$ cat config.mk
export PLATFORM = sky130hd
export DESIGN_NAME = ring_slot_ownership_tracker
export DESIGN_NICKNAME = d
export VERILOG_FILES = /design/src/rtl/rsot_pkg.sv /design/src/rtl/rsot_repost.sv /design/src/rtl/rsot_step.sv /design/src/rtl/ring_slot_ownership_tracker.sv
export VERILOG_INCLUDE_DIRS = /design/src /design/src/rtl
export SDC_FILE = /design/constraint.sdc
export NUM_CORES = 2
export LEC_CHECK = 0
export ABC_AREA = 1
export BUFFER_PORTS_ARGS = -buffer_cell sky130_fd_sc_hd__buf_2
export CAP_MARGIN = 20
export CELL_PAD_IN_SITES_DETAIL_PLACEMENT = 0
export CELL_PAD_IN_SITES_GLOBAL_PLACEMENT = 1
export CORE_UTILIZATION = 46
export CTS_CLUSTER_DIAMETER = 200
export DETAILED_ROUTE_END_ITERATION = 10
export HOLD_SLACK_MARGIN = 0.03
export PLACE_DENSITY_LB_ADDON = 0.1
export SETUP_SLACK_MARGIN = 0.4
export SYNTH_ARGS = -nofsm -noshare
export SYNTH_HDL_FRONTEND = slang
export SYNTH_SLANG_ARGS = --single-unit
$ cat constraint.sdc
create_clock -name aclk -period 9.8 [get_ports aclk]
set_input_delay 1.47 -clock aclk [delete_from_list [all_inputs] [get_ports aclk]]
set_output_delay 1.47 -clock aclk [all_outputs]
set_load 0.1 [all_outputs]
$ cat src/rtl/ring_slot_ownership_tracker_macros.svh
// Assertion macros for the ring slot ownership tracker.
// Used by the top level only; no other dependencies.
`ifndef RING_SLOT_OWNERSHIP_TRACKER_MACROS_SVH
`define RING_SLOT_OWNERSHIP_TRACKER_MACROS_SVH

// Same-cycle implication, disabled while reset is low.
`define RSOT_ASSERT_NOW(label, clk, rst_n, ante, cons) \
    label: assert property (@(posedge clk) disable iff (!(rst_n)) (ante) |-> (cons)) \
        else $error("rsot assertion failed");

// Next-cycle implication, disabled while reset is low.
`define RSOT_ASSERT_NEXT(label, clk, rst_n, ante, cons) \
    label: assert property (@(posedge clk) disable iff (!(rst_n)) (ante) |=> (cons)) \
        else $error("rsot assertion failed");

`endif

$ cat src/rtl/rsot_pkg.sv
// Package for the ring slot ownership tracker: constants, codes, types, helpers.
// No dependencies.
package rsot_pkg;

    localparam int FRAMES_PER_MSG = 8;
    localparam int SEQ_BITS       = 48;
    localparam int MAX_SLOTS      = 4096;

    localparam int SLOT_W     = (MAX_SLOTS > 1) ? $clog2(MAX_SLOTS) : 1;
    localparam int CNT_W      = $clog2(MAX_SLOTS + 1);
    localparam int NUM_IDX    = 4;

    localparam int CMD_W      = 3;
    localparam int FRAME_W    = 18;
    localparam int BYTES_W    = 32;
    localparam int STATUS_W   = 3;
    localparam int RPF_W      = 19;
    localparam int SLOTCFG_W  = 13;
    localparam int FBYTES_W   = 17;
    localparam int CFG_IDX_W  = 2;
    localparam int CFG_DATA_W = 17;

    localparam logic [CFG_IDX_W-1:0] CFG_SLOT_COUNT  = 2'd0;
    localparam logic [CFG_IDX_W-1:0] CFG_FRAME_BYTES = 2'd1;

    localparam logic [SLOTCFG_W-1:0] SLOT_COUNT_RST  = 13'd16;
    localparam logic [FBYTES_W-1:0]  FRAME_BYTES_RST = 17'd4096;

    localparam int IX_TXA = 0;
    localparam int IX_TXS = 1;
    localparam int IX_TXD = 2;
    localparam int IX_RXA = 3;

    typedef enum logic [CMD_W-1:0] {
        CMD_ACQUIRE_TX  = 3'd0,
        CMD_SUBMIT_TX   = 3'd1,
        CMD_RX_CONSUMED = 3'd2,
        CMD_RX_EVENT    = 3'd3,
        CMD_TX_DONE     = 3'd4,
        CMD_CLOSE       = 3'd5,
        CMD_QUIESCE     = 3'd6
    } cmd_t;

    typedef enum logic [STATUS_W-1:0] {
        ST_OK          = 3'd0,
        ST_RETRY       = 3'd1,
        ST_ORDER       = 3'd2,
        ST_GEOMETRY    = 3'd3,
        ST_PEER_GONE   = 3'd4,
        ST_ACCOUNTING  = 3'd5,
        ST_OUTSTANDING = 3'd6
    } status_t;

    typedef struct packed {
        logic [CMD_W-1:0]    cmd;
        logic [SEQ_BITS-1:0] seq;
        logic [FRAME_W-1:0]  first;
        logic [FRAME_W-1:0]  nframes;
        logic [BYTES_W-1:0]  byte_count;
    } item_t;

    typedef struct packed {
        logic [SEQ_BITS-1:0]              txa;
        logic [SEQ_BITS-1:0]              txs;
        logic [SEQ_BITS-1:0]              txd;
        logic [SEQ_BITS-1:0]              rxa;
        logic [SEQ_BITS-1:0]              rxc;
        logic [SEQ_BITS-1:0]              rxr;
        logic [NUM_IDX-1:0][SLOT_W-1:0]   idx;
        logic                             peer_gone;
    } state_t;

    typedef struct packed {
        status_t             status;
        logic [RPF_W-1:0]    repost_frames;
        logic [FRAME_W-1:0]  slot_first_frame;
        logic                closed_flag;
        logic                all_idle;
    } result_t;

    function automatic logic [SLOT_W-1:0] next_index(input logic [SLOT_W-1:0] idx,
                                                     input logic [CNT_W-1:0] n);
        logic [CNT_W-1:0] nxt;
        nxt = CNT_W'(idx) + CNT_W'(1);
        return (nxt >= n) ? '0 : nxt[SLOT_W-1:0];
    endfunction

    function automatic logic [FRAME_W-1:0] first_frame(input logic [SLOT_W-1:0] idx);
        return FRAME_W'(idx) * FRAME_W'(FRAMES_PER_MSG);
    endfunction

endpackage

$ cat src/rtl/rsot_repost.sv
// Receive repost accounting: ready point, fault check and frame count.
// Depends on rsot_pkg.
module rsot_repost (
    input  logic [rsot_pkg::SEQ_BITS-1:0] arrived,
    input  logic [rsot_pkg::SEQ_BITS-1:0] consumed,
    input  logic [rsot_pkg::SEQ_BITS-1:0] reposted,
    input  logic [rsot_pkg::CNT_W-1:0]    slots,
    output logic                          ok,
    output logic [rsot_pkg::SEQ_BITS-1:0] reposted_next,
    output logic [rsot_pkg::RPF_W-1:0]    frames
);
    import rsot_pkg::*;

    logic [SEQ_BITS-1:0] through;
    logic [SEQ_BITS-1:0] ready;

    assign through       = (arrived < consumed) ? arrived : consumed;
    assign ready         = through - reposted;
    assign ok            = (through >= reposted) && (ready <= SEQ_BITS'(slots));
    assign reposted_next = ok ? through : reposted;
    assign frames        = ok ? RPF_W'(ready[CNT_W-1:0]) * RPF_W'(FRAMES_PER_MSG) : '0;

endmodule

$ cat src/rtl/rsot_step.sv
// One item's checks and counter updates: current state and item in,
// next state and result out. Depends on rsot_pkg and rsot_repost.
module rsot_step (
    input  rsot_pkg::item_t                 item,
    input  rsot_pkg::state_t                cur,
    input  logic [rsot_pkg::SLOTCFG_W-1:0]  slot_count,
    input  logic [rsot_pkg::FBYTES_W-1:0]   frame_bytes,
    output rsot_pkg::state_t                nxt,
    output rsot_pkg::result_t               res
);
    import rsot_pkg::*;

    cmd_t                cmd;
    logic [CNT_W-1:0]    n;
    logic [SEQ_BITS-1:0] seq_minus_n;
    logic                acq_free;
    logic                geom_ok;
    logic                rx_ev_ok;
    logic                tx_ev_ok;
    logic                cons_ok;
    logic [SEQ_BITS-1:0] rp_a;
    logic [SEQ_BITS-1:0] rp_c;
    logic                rp_ok;
    logic [SEQ_BITS-1:0] rp_r_next;
    logic [RPF_W-1:0]    rp_frames;
    logic                idle_after_repost;

    assign cmd = cmd_t'(item.cmd);

    always_comb begin
        if (slot_count == '0) begin
            n = CNT_W'(1);
        end else if (32'(slot_count) > 32'(MAX_SLOTS)) begin
            n = CNT_W'(MAX_SLOTS);
        end else begin
            n = CNT_W'(slot_count);
        end
    end

    assign seq_minus_n = item.seq - SEQ_BITS'(n);
    assign acq_free    = (item.seq < SEQ_BITS'(n)) || (cur.txd > seq_minus_n);
    assign geom_ok     = (item.nframes == FRAME_W'(FRAMES_PER_MSG));
    assign rx_ev_ok    = (item.first == first_frame(cur.idx[IX_RXA])) && geom_ok &&
                         (item.byte_count == BYTES_W'(FRAMES_PER_MSG) * BYTES_W'(frame_bytes));
    assign tx_ev_ok    = (cur.txd < cur.txs) && (item.first == first_frame(cur.idx[IX_TXD])) &&
                         geom_ok && (item.byte_count == '0);
    assign cons_ok     = (item.seq == cur.rxc);

    assign rp_a = (cmd == CMD_RX_EVENT && rx_ev_ok) ? cur.rxa + SEQ_BITS'(1) : cur.rxa;
    assign rp_c = (cmd == CMD_RX_CONSUMED && cons_ok) ? cur.rxc + SEQ_BITS'(1) : cur.rxc;

    rsot_repost u_repost (
        .arrived       (rp_a),
        .consumed      (rp_c),
        .reposted      (cur.rxr),
        .slots         (n),
        .ok            (rp_ok),
        .reposted_next (rp_r_next),
        .frames        (rp_frames)
    );

    assign idle_after_repost = (cur.txa == cur.txs) && (cur.txd == cur.txs) &&
                               (cur.rxa == cur.rxc) && (cur.rxc == rp_r_next);

    always_comb begin
        nxt                  = cur;
        res.status           = ST_OK;
        res.repost_frames    = '0;
        res.slot_first_frame = '0;
        unique case (cmd)
            CMD_ACQUIRE_TX: begin
                if (item.seq != cur.txa) begin
                    res.status = ST_ORDER;
                end else if (cur.peer_gone) begin
                    res.status = ST_PEER_GONE;
                end else if (!acq_free) begin
                    res.status = ST_RETRY;
                end else begin
                    res.slot_first_frame = first_frame(cur.idx[IX_TXA]);
                    nxt.txa              = cur.txa + SEQ_BITS'(1);
                    nxt.idx[IX_TXA]      = next_index(cur.idx[IX_TXA], n);
                end
            end
            CMD_SUBMIT_TX: begin
                if (item.seq != cur.txs || item.seq >= cur.txa) begin
                    res.status = ST_ORDER;
                end else if (cur.peer_gone) begin
                    res.status = ST_PEER_GONE;
                end else if (item.first != first_frame(cur.idx[IX_TXS])) begin
                    res.status = ST_GEOMETRY;
                end else begin
                    nxt.txs         = cur.txs + SEQ_BITS'(1);
                    nxt.idx[IX_TXS] = next_index(cur.idx[IX_TXS], n);
                end
            end
            CMD_RX_CONSUMED: begin
                if (!cons_ok) begin
                    res.status = ST_ORDER;
                end else begin
                    nxt.rxc           = rp_c;
                    nxt.rxr           = rp_r_next;
                    res.repost_frames = rp_frames;
                    if (!rp_ok) begin
                        res.status = ST_ACCOUNTING;
                    end else if (rp_r_next > item.seq) begin
                        res.status = ST_OK;
                    end else if (cur.peer_gone) begin
                        res.status = ST_PEER_GONE;
                    end else begin
                        res.status = ST_RETRY;
                    end
                end
            end
            CMD_RX_EVENT: begin
                if (!rx_ev_ok) begin
                    res.status = ST_GEOMETRY;
                end else begin
                    nxt.rxa           = rp_a;
                    nxt.idx[IX_RXA]   = next_index(cur.idx[IX_RXA], n);
                    nxt.rxr           = rp_r_next;
                    res.repost_frames = rp_frames;
                    if (!rp_ok) begin
                        res.status = ST_ACCOUNTING;
                    end
                end
            end
            CMD_TX_DONE: begin
                if (!tx_ev_ok) begin
                    res.status = ST_GEOMETRY;
                end else begin
                    nxt.txd           = cur.txd + SEQ_BITS'(1);
                    nxt.idx[IX_TXD]   = next_index(cur.idx[IX_TXD], n);
                    nxt.rxr           = rp_r_next;
                    res.repost_frames = rp_frames;
                    if (!rp_ok) begin
                        res.status = ST_ACCOUNTING;
                    end
                end
            end
            CMD_CLOSE: begin
                nxt.peer_gone     = 1'b1;
                nxt.rxr           = rp_r_next;
                res.repost_frames = rp_frames;
                if (!rp_ok) begin
                    res.status = ST_ACCOUNTING;
                end
            end
            CMD_QUIESCE: begin
                nxt.rxr           = rp_r_next;
                res.repost_frames = rp_frames;
                if (!rp_ok) begin
                    res.status = ST_ACCOUNTING;
                end else if (idle_after_repost) begin
                    res.status = ST_OK;
                end else if (cur.peer_gone) begin
                    res.status = ST_OUTSTANDING;
                end else begin
                    res.status = ST_RETRY;
                end
            end
            default: begin
                res.status = ST_GEOMETRY;
            end
        endcase
        res.closed_flag = nxt.peer_gone;
        res.all_idle    = (nxt.txa == nxt.txs) && (nxt.txd == nxt.txs) &&
                          (nxt.rxa == nxt.rxc) && (nxt.rxc == nxt.rxr);
    end

endmodule

$ cat src/rtl/ring_slot_ownership_tracker.sv
// An accepted input beat reaches its result beat through the input register, then the
// result register; throughput one item per cycle while the result side takes beats.
// Counters, slot indices and the peer-closed flag update as an item moves into the
// result register. Reset clears all counters, indices and flags, empties both
// registers and loads slot_count 16 and frame_bytes 4096. No clearing pass.
// Depends on rsot_pkg, rsot_step and ring_slot_ownership_tracker_macros.svh.
module ring_slot_ownership_tracker (
    input  logic                             aclk,
    input  logic                             aresetn,

    input  logic                             cfg_valid,
    output logic                             cfg_ready,
    input  logic [rsot_pkg::CFG_IDX_W-1:0]   cfg_index,
    input  logic [rsot_pkg::CFG_DATA_W-1:0]  cfg_data,

    input  logic                             s_valid,
    output logic                             s_ready,
    input  logic [rsot_pkg::CMD_W-1:0]       s_cmd,
    input  logic [rsot_pkg::SEQ_BITS-1:0]    s_seq,
    input  logic [rsot_pkg::FRAME_W-1:0]     s_first,
    input  logic [rsot_pkg::FRAME_W-1:0]     s_nframes,
    input  logic [rsot_pkg::BYTES_W-1:0]     s_byte_count,

    output logic                             m_valid,
    input  logic                             m_ready,
    output logic [rsot_pkg::STATUS_W-1:0]    m_status,
    output logic [rsot_pkg::RPF_W-1:0]       m_repost_frames,
    output logic [rsot_pkg::FRAME_W-1:0]     m_slot_first_frame,
    output logic                             m_closed_flag,
    output logic                             m_all_idle
);
    import rsot_pkg::*;

    `include "ring_slot_ownership_tracker_macros.svh"

    logic                   in_valid_reg;
    item_t                  in_item_reg;
    logic                   out_valid_reg;
    result_t                out_res_reg;
    state_t                 state_reg;
    state_t                 state_next;
    result_t                res_next;
    logic [SLOTCFG_W-1:0]   slot_count_reg;
    logic [FBYTES_W-1:0]    frame_bytes_reg;
    logic                   advance;
    item_t                  s_item;

    assign s_item.cmd        = s_cmd;
    assign s_item.seq        = s_seq;
    assign s_item.first      = s_first;
    assign s_item.nframes    = s_nframes;
    assign s_item.byte_count = s_byte_count;

    assign advance   = in_valid_reg && (!out_valid_reg || m_ready);
    assign s_ready   = !in_valid_reg || advance;
    assign cfg_ready = 1'b1;

    rsot_step u_step (
        .item        (in_item_reg),
        .cur         (state_reg),
        .slot_count  (slot_count_reg),
        .frame_bytes (frame_bytes_reg),
        .nxt         (state_next),
        .res         (res_next)
    );

    always_ff @(posedge aclk) begin
        if (!aresetn) begin
            in_valid_reg    <= 1'b0;
            out_valid_reg   <= 1'b0;
            state_reg       <= '0;
            slot_count_reg  <= SLOT_COUNT_RST;
            frame_bytes_reg <= FRAME_BYTES_RST;
        end else begin
            if (s_ready) begin
                in_valid_reg <= s_valid;
            end
            if (advance) begin
                out_valid_reg <= 1'b1;
                state_reg     <= state_next;
            end else if (m_ready) begin
                out_valid_reg <= 1'b0;
            end
            if (cfg_valid && cfg_ready) begin
                unique case (cfg_index)
                    CFG_SLOT_COUNT:  slot_count_reg  <= cfg_data[SLOTCFG_W-1:0];
                    CFG_FRAME_BYTES: frame_bytes_reg <= cfg_data[FBYTES_W-1:0];
                    default: begin
                    end
                endcase
            end
        end
    end

    always_ff @(posedge aclk) begin
        if (s_valid && s_ready) begin
            in_item_reg <= s_item;
        end
        if (advance) begin
            out_res_reg <= res_next;
        end
    end

    assign m_valid            = out_valid_reg;
    assign m_status           = out_res_reg.status;
    assign m_repost_frames    = out_res_reg.repost_frames;
    assign m_slot_first_frame = out_res_reg.slot_first_frame;
    assign m_closed_flag      = out_res_reg.closed_flag;
    assign m_all_idle         = out_res_reg.all_idle;

    `RSOT_ASSERT_NEXT(a_peer_sticky, aclk, aresetn, state_reg.peer_gone, state_reg.peer_gone)
    `RSOT_ASSERT_NEXT(a_stall_holds_state, aclk, aresetn, !advance, $stable(state_reg))
    `RSOT_ASSERT_NOW(a_grant_only_on_ok, aclk, aresetn, advance && res_next.status != ST_OK, res_next.slot_first_frame == '0)
    `RSOT_ASSERT_NOW(a_closed_matches_state, aclk, aresetn, advance, res_next.closed_flag == state_next.peer_gone)

endmodule

Yosys cells after proc, flatten, opt, wreduce, memory -nomap -nowiden
Index checks and enable logic that the tools add are counted.
{"block": "totals", "register_bits": 530, "out_inout_bits": 45}
{"block": "classes", "add_sub_neg": 11, "order_cmp": 13, "reduce_logical": 36, "n_eq_ne": 23, "mux": 52, "bitwise_logic": 6}
{"operator": "48-bit 2-to-1 mux", "n": 18}
{"operator": "48-bit == test", "n": 9}
{"operator": "48-bit by 1-bit adder with 48-bit output (second input constant)", "n": 5}
{"operator": "48-bit one-hot mux with 4 select lines", "n": 1}
{"operator": "48-bit greater-or-equal comparator", "n": 2}
{"operator": "48-bit > comparator", "n": 2}
{"operator": "48-bit < comparator", "n": 2}
{"operator": "96-bit 2-to-1 mux", "n": 1}
{"operator": "48-bit inequality test", "n": 2}
{"operator": "16-bit 2-to-1 mux", "n": 4}
{"operator": "16-bit one-hot mux with 4 select lines", "n": 1}
{"operator": "60-bit 2-to-1 mux", "n": 1}
{"operator": "12-bit by 1-bit adder with 13-bit output (second input constant)", "n": 4}
{"operator": "13-bit greater-or-equal comparator", "n": 4}
{"operator": "48-bit by 13-bit less-or-equal comparator with 1-bit output", "n": 1}
{"operator": "48-bit by 13-bit < comparator with 1-bit output", "n": 1}
{"operator": "12-bit 2-to-1 mux", "n": 4}
{"operator": "48-bit by 13-bit subtractor with 48-bit output", "n": 1}
{"operator": "48-bit subtractor", "n": 1}
{"operator": "3-bit 2-to-1 mux", "n": 14}
{"operator": "18-bit by 15-bit == test with 1-bit output", "n": 2}
{"operator": "32-bit by 20-bit == test with 1-bit output", "n": 1}
{"operator": "32-bit logical NOT", "n": 1}
{"operator": "13-bit 2-to-1 mux", "n": 2}
{"operator": "24 further kinds", "n": 57}

Logic depth before layout (Yosys ltp)
{"block": "logic_depth", "depth_word": 16, "ltp_mapped": 71, "mapped_depth_nobuf": 66}

By module
Synthesis repeated with hierarchy kept, for this count alone.
{"block": "unflattened", "cells_unflattened": 10619, "area_unflattened_um2": 60160.2}
{"module": "rsot_step", "area_per_inst_um2": 31310.0, "instances": 1, "cells_per_inst": 6546}
{"module": "ring_slot_ownership_tracker", "area_per_inst_um2": 21315.4, "instances": 1, "cells_per_inst": 2576}
{"module": "rsot_repost", "area_per_inst_um2": 7534.7, "instances": 1, "cells_per_inst": 1497}

Worst setup path after synthesis
No wires, ideal clock.
{"block": "synth_path", "path_kind": "reg-to-reg", "startpoint": "reg in_item_reg[43] (netlist name)", "endpoint": "reg out_res_reg (netlist bit m_status[2]), data pin", "stages_incl_launch_ff": 65, "arrival_ns": 8.871, "n_path_buf": 6, "setup_time_ns": 0.146, "period_less_slack_ns": 9.017, "path_slack_ns": 0.783, "cell_sequence": "edfxtp_1 -> or2_1 -> nor4_1 -> nand4_1 -> nor3b_1 -> nand3_1 -> inv_2 -> buf_2 -> nand3_1 -> o21ai_0 -> inv_1 -> ha_1 -> inv_1 -> nor4_1 -> nor4b_1 -> nand2_1 -> nor4_1 -> nand2_4 -> [... 29 more ...] -> buf_6 -> buf_6 -> nand2_1 -> nand2_1 -> ha_1 -> nand2_1 -> inv_1 -> a221oi_1 -> o221ai_1 -> nand2_1 -> o2111ai_1 -> nand3_1 -> nand4_1 -> nand2_1 -> a21oi_1 -> o21ai_0 -> a21oi_1 -> a21oi_1"}
{"element": "start: declaration", "line": "ring_slot_ownership_tracker.sv:37", "source": "item_t in_item_reg;"}
{"element": "start signal: assignment", "line": "ring_slot_ownership_tracker.sv:97", "source": "in_item_reg <= s_item;"}
{"element": "end signal: assignment", "line": "ring_slot_ownership_tracker.sv:100", "source": "out_res_reg <= res_next;"}
{"element": "end: declaration", "line": "ring_slot_ownership_tracker.sv:39", "source": "result_t out_res_reg;"}

==> metrics.md <==
| Metric | Value |
|---|---|
| Hold-fix buffers, CTS | 0 |
| Final hold violation count | 0 |
| RSZ-0062 raised after global routing | yes |
| Final setup margin | -0.161 ns |
| Maxcap violations | 0 |
| Layout cells sized above 1 | 23.2% |
| Setup TNS Final | -0.254 ns |
| Global-route wire length before repair | 379,000 um |
| Number of distinct library cells after synthesis | 68 |
| Final ANT Viol Nets | 0 |
| Final setup fails | 2 |
| Multi-input logic area | 0.0348 sq mm |
| Starting density of the core | 46.5% |
| YS warnings | 0 |
| Slew margin rel. | 12.2% |
| Antenna violations before repair | 24 |
| Max FFs per register | 337 |
| Largest net degree at the start of global routing | 125 |
| Worst-margin pin slew | 1.30 ns |
| Die height | 332 um |
| Routed wire length | 268,000 um |
| Area Growth Syn to Fin | 33.5% |
| EDFF count, synth | 149 |
| Pleak | 31.1 nW |
| Overall routing resource usage | 46.8% |
| CP dominant cell by count | nand2_1 |
| Hold/Removal Path Class | flop to flop |
| Clock buffer count from CTS | 69 |
| Pwr dens | 169 mW/mm^2 |
| Pre-Repair DR Iteration Count | 8 |
| Synth Instances | 7,904 |
| Clock root buffer | clkbuf_16 |
| Num ports | 188 |
| CP Capture Type | flop |
| Tmin final | 9.96 ns |
| R2R cell count | 66 |
| Slowest cell on crit path | edfxtp_1 |
| Post-synthesis sequential area ratio | 23.7% |
| DIE AREA | 0.110 sq mm |
| Register area | 0.0119 sq mm |
| CP max stage delay | 0.62 ns |
| # DRC | 0 |
| Async SR Flop Fraction | 0% |
| H-tree Lvls | 3 |
| Post-synth top flop | dfxtp_1 |
| Skew-Pair Late Insertion Delay | 0.71 ns |
| VDD IR max | 170 uV |
| Most common cell after layout, fill and taps aside | nand2_1 |
| Most frequent cells in the layout | nand2_1, buf_4, inv_1 |
| Final Wtd Congestion | 1.17 |
| Clk_skew | 0.0748 ns |
| Filler cells | 10.3k |
| Arr. time, crit path | 10.49 ns |
| Die width | 332 um |
| Final slew viol count | 0 |
| Port buffer count | 174 |
| Largest fanout on the critical path | 10 |
| Routed len/inst | 24.9 um |
| Drt first-iter violations | 8,661 |
| Mapped Area | 0.0500 sq mm |
| Core area | 0.107 sq mm |
| Congestion Overflow GR | 0 |
| DP Wirelength | 217,000 um |
| FMAX | 0.100 GHz |
| Syn Area/Cell | 6.32 sq um |
| CTS clk-pin slew, worst paths | 0.06 ns |
| Final cycle utilization of the critical path | 102% |
| CP Launch Type | flop |
| Maximum root-to-sink buffer count | 3 |
| Kind of critical path | flop to flop |
| Vias/cell | 5.85 |
| Status | finished, violations left |
| Clock Sinks | 518 |
| Hold path cells | 2 |
| Std-Cell Rows | 120 |
| WP data required | 10.33 ns |
| Failing checks | setup timing |
| Total power | 11.3 mW |
| Vias | 62.8k |
| Nets | 9,793 |
| Via count of the first global-routing pass | 57.2k |
| CTS tree | built |
| Number of synthesized register bits | 518 |
logic make-up after synthesis:
kind of cell | Yosys count | share of synthesized area [%]
AOI/OAI and AO/OA | 1415 | 15.1
xor gates and xnor gates | 505 | 9.02
adders and majority gates | 376 | 9.45
buffers and inverters | 1320 | 10.4
DFF | 518 | 23.7
other | 2 | 0.0150
and+or+nand+nor | 3768 | 32.2
cell type report:
| cell class | count | area share [%] |
|---|---|---|
| multi-input cells | 6077 | 52.2 |
| clock buffers | 89 | 2.85 |
| diodes | 7 | 0.0263 |
| well taps | 1403 | 2.63 |
| inverters | 1003 | 5.71 |
| repair buffers | 1605 | 18.1 |
| flip-flops and latches | 518 | 17.8 |
| clock inverters | 38 | 0.776 |
metrics by stage:
stage	setup WS (ns)	util, %	instances	hold slack, ns	instance area (sq um)
4_1_cts	0.00935	60.7	10697	0.480	65200
3_3_place_gp	-0.719	57.3	10524	0.461	61500
3_5_place_dp	-0.876	57.3	10526	0.471	61500
5_1_grt	-0.580	62.1	10733	0.502	66700
6_report	-0.161	62.1	10740	0.479	66700
2_1_floorplan	0.783	-	7915	0.444	50000
worst max-delay path, delay by kind of cell (launching register included):
family	cells	cell delay (ns)
flip-flops	1	0.62
XOR/XNOR	2	0.37
adder cells (fa/ha/maj)	3	0.86
AO/OA/AOI/OAI	7	0.90
buffers and inverters	18	2.35
AND/OR/NAND/NOR	36	4.67
report_power, final:
part / switching (mW) / internal, mW
Combinational: 3.36 / 2.61
Clock: 1.20 / 1.58
Sequential: 0.191 / 2.33
path summary, 6_finish.rpt:
check | startpoint | end | slack, ns
min | slot_count_reg[1] | slot_count_reg[1] | 0.48
max reg2reg | in_item_reg[89] | m_status[2] | -0.16
max | in_item_reg[89] | m_status[2] | -0.16
min reg2reg | slot_count_reg[1] | slot_count_reg[1] | 0.48
timing repair:
action,CTS,global route
endpoints found under the setup margin,10,48
pin swaps,73,111
cloned,3,3
buffers inserted,41,32
gates resized for setup,180,279
per-layer routing:
metal  global-route usage (%)  wire [um]  vias to the layer above
li1                         -          -                    28847
met1                     59.8     103000                    28961
met2                     66.7     106000                     4000
met3                     16.4      37700                      958
met4                     29.6      21000                       30
met5                        0        195                        -
synthesized netlist by cell type (all sizes together) (2+ instances only):
cell type,count,area [sq um]
a2111oi,6,52.6
a211oi,48,365
a21boi,4,41.3
a21o,9,67.6
a21oi,585,2930
a221o,3,30.0
a221oi,4,35.0
a31o,2,17.5
a31oi,5,31.3
and2,9,56.3
and3,9,56.3
buf,122,707
clkbuf,195,739
clkinv,10,37.5
conb,2,7.51
dfxtp,369,7390
edfxtp,149,4470
fa,2,40.0
ha,374,4680
inv,993,3730
nand2,1920,7240
nand3,514,2590
nand3b,17,128
nand4,189,1180
nor2,785,2990
nor3,196,1000
nor3b,4,30.0
nor4,86,544
nor4b,6,52.6
o2111ai,13,114
o211ai,19,148
o21a,9,67.6
o21ai,657,3310
o21bai,11,82.6
o221ai,4,35.0
o22ai,32,200
o31ai,2,15.0
or2,29,181
or4,3,22.5
xnor2,122,1080
xor2,382,3410
Note: power is estimated with default switching activity, not from simulation.
